**src/rtl/cc20_pkg.sv**
```systemverilog
// Package for the ChaCha20 keystream cipher unit.
// Holds the shared constants, the front-to-back request type and the quarter-round function.
// No dependencies.
package cc20_pkg;

  localparam int unsigned BlockBytes   = 64;
  localparam int unsigned ItemBytes    = 8;
  localparam int unsigned NumRounds    = 20;
  localparam int unsigned CfgIdxW      = 3;
  localparam int unsigned QueueDepth   = 2;

  localparam logic [31:0] Sigma0 = 32'h61707865;
  localparam logic [31:0] Sigma1 = 32'h3320646e;
  localparam logic [31:0] Sigma2 = 32'h79622d32;
  localparam logic [31:0] Sigma3 = 32'h6b206574;

  localparam logic [CfgIdxW-1:0] RegKey01   = 3'd0;
  localparam logic [CfgIdxW-1:0] RegKey23   = 3'd1;
  localparam logic [CfgIdxW-1:0] RegKey45   = 3'd2;
  localparam logic [CfgIdxW-1:0] RegKey67   = 3'd3;
  localparam logic [CfgIdxW-1:0] RegNonceLo = 3'd4;
  localparam logic [CfgIdxW-1:0] RegNonceHi = 3'd5;
  localparam logic [CfgIdxW-1:0] RegInitCtr = 3'd6;

  // Request passed from the front part to the back part.
  typedef struct packed {
    logic [63:0] data;
    logic [3:0]  count;
    logic        restart;
  } cc20_req_t;

  typedef logic [15:0][31:0] cc20_state_t;

  function automatic logic [127:0] cc20_qr(input logic [31:0] a, input logic [31:0] b,
                                           input logic [31:0] c, input logic [31:0] d);
    logic [31:0] a1, b1, c1, d1;
    a1 = a + b;   d1 = d ^ a1;  d1 = {d1[15:0], d1[31:16]};
    c1 = c + d1;  b1 = b ^ c1;  b1 = {b1[19:0], b1[31:20]};
    a1 = a1 + b1; d1 = d1 ^ a1; d1 = {d1[23:0], d1[31:24]};
    c1 = c1 + d1; b1 = b1 ^ c1; b1 = {b1[24:0], b1[31:25]};
    return {a1, b1, c1, d1};
  endfunction

endpackage

```
**src/rtl/cc20_front.sv**
```systemverilog
// Front part: accepts items, saturates the count and queues them for the back part.
// Depends on cc20_pkg.
module cc20_front (
  input  logic                clk,
  input  logic                rst_n,
  input  logic                in_push,
  output logic                in_full,
  input  logic [63:0]         in_data_bytes,
  input  logic [3:0]          in_byte_count,
  input  logic                in_restart,
  output logic                req_valid,
  output cc20_pkg::cc20_req_t req,
  input  logic                req_take
);
  import cc20_pkg::*;

  cc20_req_t q_r [QueueDepth];
  logic      wp_r, rp_r;
  logic [1:0] cnt_r;
  cc20_req_t  w;
  logic       do_push;

  assign in_full   = (cnt_r == 2'(QueueDepth));
  assign do_push   = in_push && !in_full;
  assign req_valid = (cnt_r != 2'd0);
  assign req       = q_r[rp_r];

  always_comb begin
    w.data    = in_data_bytes;
    w.count   = (in_byte_count > 4'(ItemBytes)) ? 4'(ItemBytes) : in_byte_count;
    w.restart = in_restart;
  end

  always_ff @(posedge clk) begin
    if (!rst_n) begin
      wp_r  <= 1'b0;
      rp_r  <= 1'b0;
      cnt_r <= 2'd0;
    end else begin
      if (do_push) begin
        q_r[wp_r] <= w;
        wp_r      <= ~wp_r;
      end
      if (req_take) rp_r <= ~rp_r;
      cnt_r <= cnt_r + 2'(do_push) - 2'(req_take);
    end
  end
endmodule

```
**config.mk**
```make
export PLATFORM = sky130hd
export DESIGN_NAME = cc20_front
export DESIGN_NICKNAME = d
export VERILOG_FILES = /design/src/rtl/cc20_pkg.sv /design/src/rtl/cc20_front.sv
export SDC_FILE = /design/constraint.sdc
export NUM_CORES = 1
export LEC_CHECK = 0
export BUFFER_PORTS_ARGS = -buffer_cell sky130_fd_sc_hd__buf_2
export CORE_UTILIZATION = 50
export DETAILED_ROUTE_END_ITERATION = 7
export PLACE_DENSITY_LB_ADDON = 0.3
export SLEW_MARGIN = 20
export SYNTH_ARGS = -nofsm -noshare
export SYNTH_HDL_FRONTEND = slang
export SYNTH_SLANG_ARGS = --single-unit
```
**constraint.sdc**
```tcl
create_clock -name clk -period 5.8 [get_ports clk]
set_clock_uncertainty 0.2 [all_clocks]
set_input_delay 1.16 -clock clk [delete_from_list [all_inputs] [get_ports clk]]
set_output_delay 1.16 -clock clk [all_outputs]
set_load 0.1 [all_outputs]
```
==> results by stage <==
Clock network:
- After clock tree synthesis, the repair step resized 0 gates.
- The tree is rooted in a clkbuf_8.
- The total CTS buffers is 17.
- The tree built by TritonCTS fans out to 143 sinks.
- The setup fix buffers added after clock tree synthesis is 0.
- TritonCTS built the clock tree.
- The maximum clock path buffer count is 2.
- The clock slew seen by the registers of the worst setup and hold paths is 0.06 ns.
- The H-tree level count is 4.
- The count of hold-fix buffers inserted at cts is 0.
- The clock reaches the later pin of the worst-skew pair after 0.52 ns.

Status:
- The flow ran to the end, and the final reports show no timing, DRC or antenna violations.

Critical path:
- Of all nets on the critical path, the largest fanout is 69.
- The data arrival at the endpoint of the critical path is approximately 2.3 ns.
- The kind of end point of the critical path is a primary output.
- The worst setup path is launched from a register.
- The critical path in this run is classified as register to primary output.
- The endpoint required time on the critical path is 4.44 ns.

Route:
- The final wirelength is 8950 µm.
- In the final routed layout, each cell accounts on average for about 16 µm.
- The first TritonRoute pass finished after 4 iterations.
- The count of nets left with antenna violations once routing finished came out at 0.
- After detailed routing, the number of remaining DRC violations is 0.
- The first routing iteration left 132 violations.
- The via count is 2678.
- Using the TritonRoute via totals, the vias-per-cell ratio works out to 4.90.

Pwr:
- The total power divided by cell area is 471 nW/µm².
- The total power is 3180 µW.
- Of the total power, the clock network draws 0.365.
- The internal power of the cells totals 2160 µW.
- The largest vdd supply drop is between 400 and 500 µV.
- The leakage power figure is 0.00256 µW.
- Of the total power, combinational logic draws 0.234.
- For this design the total switching power over the nets is 1030 µW.
- Of the total power, the share spent switching nets is 0.323.
- The share of total power dissipated in sequential elements is 0.401.

Timing:
- The remaining max-slew budget at the tightest pin is 0.338.
- The slew at the pin closest to its max-slew limit is 0.994 ns.
- Setup repair after global routing left no endpoint under its margin.
- The final critical-path share of the clock period is 0.631.
- The final-report max-slew violation count is 0.
- The count of final setup violators is 0.
- The highest achievable clock rate is 0.273 GHz.
- The final hold violation count came to 0.
- The shortest clock period the worst path allows after layout is 3.66 ns.
- Setup total negative slack on the finished layout was measured at 0 ns.

Place:
- In this run the tool buffered the top-level ports with 143 buffer cells.
- The global placer's final weighted congestion is ~0.73.
- In this run the cell area measured after placement is 6120 µm².
- The HPWL after detailed placement is 5470 µm.

Synthesis:
- The number of warnings printed during yosys synthesis is 0.
- Synthesis handed over a netlist of 244 instances.
- The synthesized net count is 319.
- The fraction of registers with async set or reset after synthesis is 0.
- In this run, synthesis inferred 138 flip-flops with an integrated enable.
- edfxtp_1 is the most common cell in the netlist.
- The sequential-to-total area share from yosys stat is 0.805.
- The main flop type after synthesis is edfxtp_1.
- The average instance area after synthesis is approximately 22 µm².
- The count of distinct cell types in the synthesized netlist is 21.
- Of all cell types, the one taking the most synthesized area is edfxtp_1.
- By area the synthesized netlist is led by edfxtp_1 (79%), mux2_2 (13%), mux2_4 (2.8%), dfxtp_1 (1.9%), and2_1 (0.59%).
- Sorting the synthesized cells by how often they occur yields edfxtp_1 (138), mux2_2 (59), mux2_4 (10).
- The synthesized netlist occupies a cell area of 5280 µm².
- Synthesis inferred about 140 register bits.
- The proportion of netlist area held by the largest area contributor is 0.786.

Floorplan:
- During I/O placement, the number of pins put on the boundary was ~140.
- After floorplanning, the core was sized to cover 10300 µm².
- The count of standard-cell rows is 37.
- The die width is 105 µm.
- The floorplan die area is ~11000 µm².
- For this configuration, the core starts out at a cell density of 0.513.
- The y dimension of the die is 105 µm.

Finish:
- The layout has 752 filler cells.
- Of the cells placed in the final design, the portion with a size suffix greater than 1 is 0.594.
- The utilization after layout is 0.658.
- The net count of the finished layout is 473.
- The number of diodes added for antenna fixing is 0.
- The area growth from synthesis to final layout is 28.1%.
- The final design instance area without fill is 6760 µm².

Global route:
- The final global-route overflow total is 0.
- For this run, the total global-route usage over all layers was measured as 0.172.
- The global-route wire length before repair is around 14000 µm.
- The initial antenna violation count is 0.
- The number of global-route vias before repair came to 2770.
- Entering global routing, the biggest net connects 70 pins.

Job:
- The number of max-cap violations is 0.

Min path:
- The path category of the worst min-delay check is register to register.
==> state kept, by name, indices dropped and copies added (netlist names), named ones only <==
name and count:
cnt_r 2, q_r 138, wp_r 1, rp_r 1
==> final timing paths <==
| check | from | to | slack [ns] | cells past startpoint |
|---|---|---|---|---|
| max | register | req[22] | 2.14 | 2 |
| min | wp_r$_SDFFE_PN0P_ | wp_r$_SDFFE_PN0P_ | 0.38 | 2 |
| max reg2reg | cnt_r[0]$_SDFF_PN0_ | q_r[0][42]$_DFFE_PP_ | 3.29 | 4 |
| min reg2reg | wp_r$_SDFFE_PN0P_ | wp_r$_SDFFE_PN0P_ | 0.38 | 2 |
==> worst max-delay path, stage by stage, from the launching register on <==
cell and delay, ns:
dfxtp_4 1.01, mux2_2 0.30, buf_2 0.43
==> cell type report <==
type                       count  area (µm²)  area share
clock buffer                  19         422      0.0624
clock inverter                13         218      0.0322
inverter                       3        11.3     0.00167
multi-input combinational     89         966       0.143
sequential                   143        4250       0.629
tap                          136         170      0.0252
timing repair buffer         144         723       0.107
==> layer usage <==
metal  vias to the layer above  GRT usage  part of all wire
met5                         -          0                 0
met3                        13     0.0705             0.061
met4                         0     0.0694             0.014
li1                       1261          -                 -
met2                        90      0.287              0.53
met1                      1314      0.196              0.39
==> stage by stage <==
stage,hold WS (ns),std cells,setup slack [ns]
floorplan,0.268,244,0.970
global placement,0.323,515,2.50
detailed placement,0.367,515,2.38
CTS,0.378,547,2.10
global route,0.393,547,2.01
finish,0.385,547,2.14
==> cell families (layout without fill, tap and decap cells) <==
group | after synthesis | count (layout) | synth area share
buffers and inverters | 12 | 179 | 0.0147
AO/OA/AOI/OAI | 1 | 1 | 0.00119
adder cells (fa/ha/maj) | 2 | 2 | 0.00474
flip-flops | 143 | 143 | 0.805
AND/OR/NAND/NOR | 14 | 14 | 0.0154
XOR/XNOR | 3 | 3 | 0.00498
multiplexers | 69 | 69 | 0.154
==> placed cells by master, fill, tap and decap left out, types with 2 or more instances in the layout <==
cell type	instances
nor2b_1	3
inv_1	3
buf_2	143
ha_1	2
xnor2_1	2
dfxtp_1	4
mux2_4	10
edfxtp_1	138
clkinv_2	2
clkinv_1	3
and2_1	5
clkbuf_1	2
clkbuf_16	16
mux2_2	59
bufinv_16	6
==> power by group through the flow <==
stage	logic [µW]	clock network, µW	registers, µW
2_1_floorplan	667	0	1270
3_3_place_gp	745	0	1290
3_5_place_dp	751	0	1300
4_1_cts	753	1180	1280
5_1_grt	770	1220	1290
6_report	747	1160	1280
Note: power is estimated with default switching activity, not from simulation.
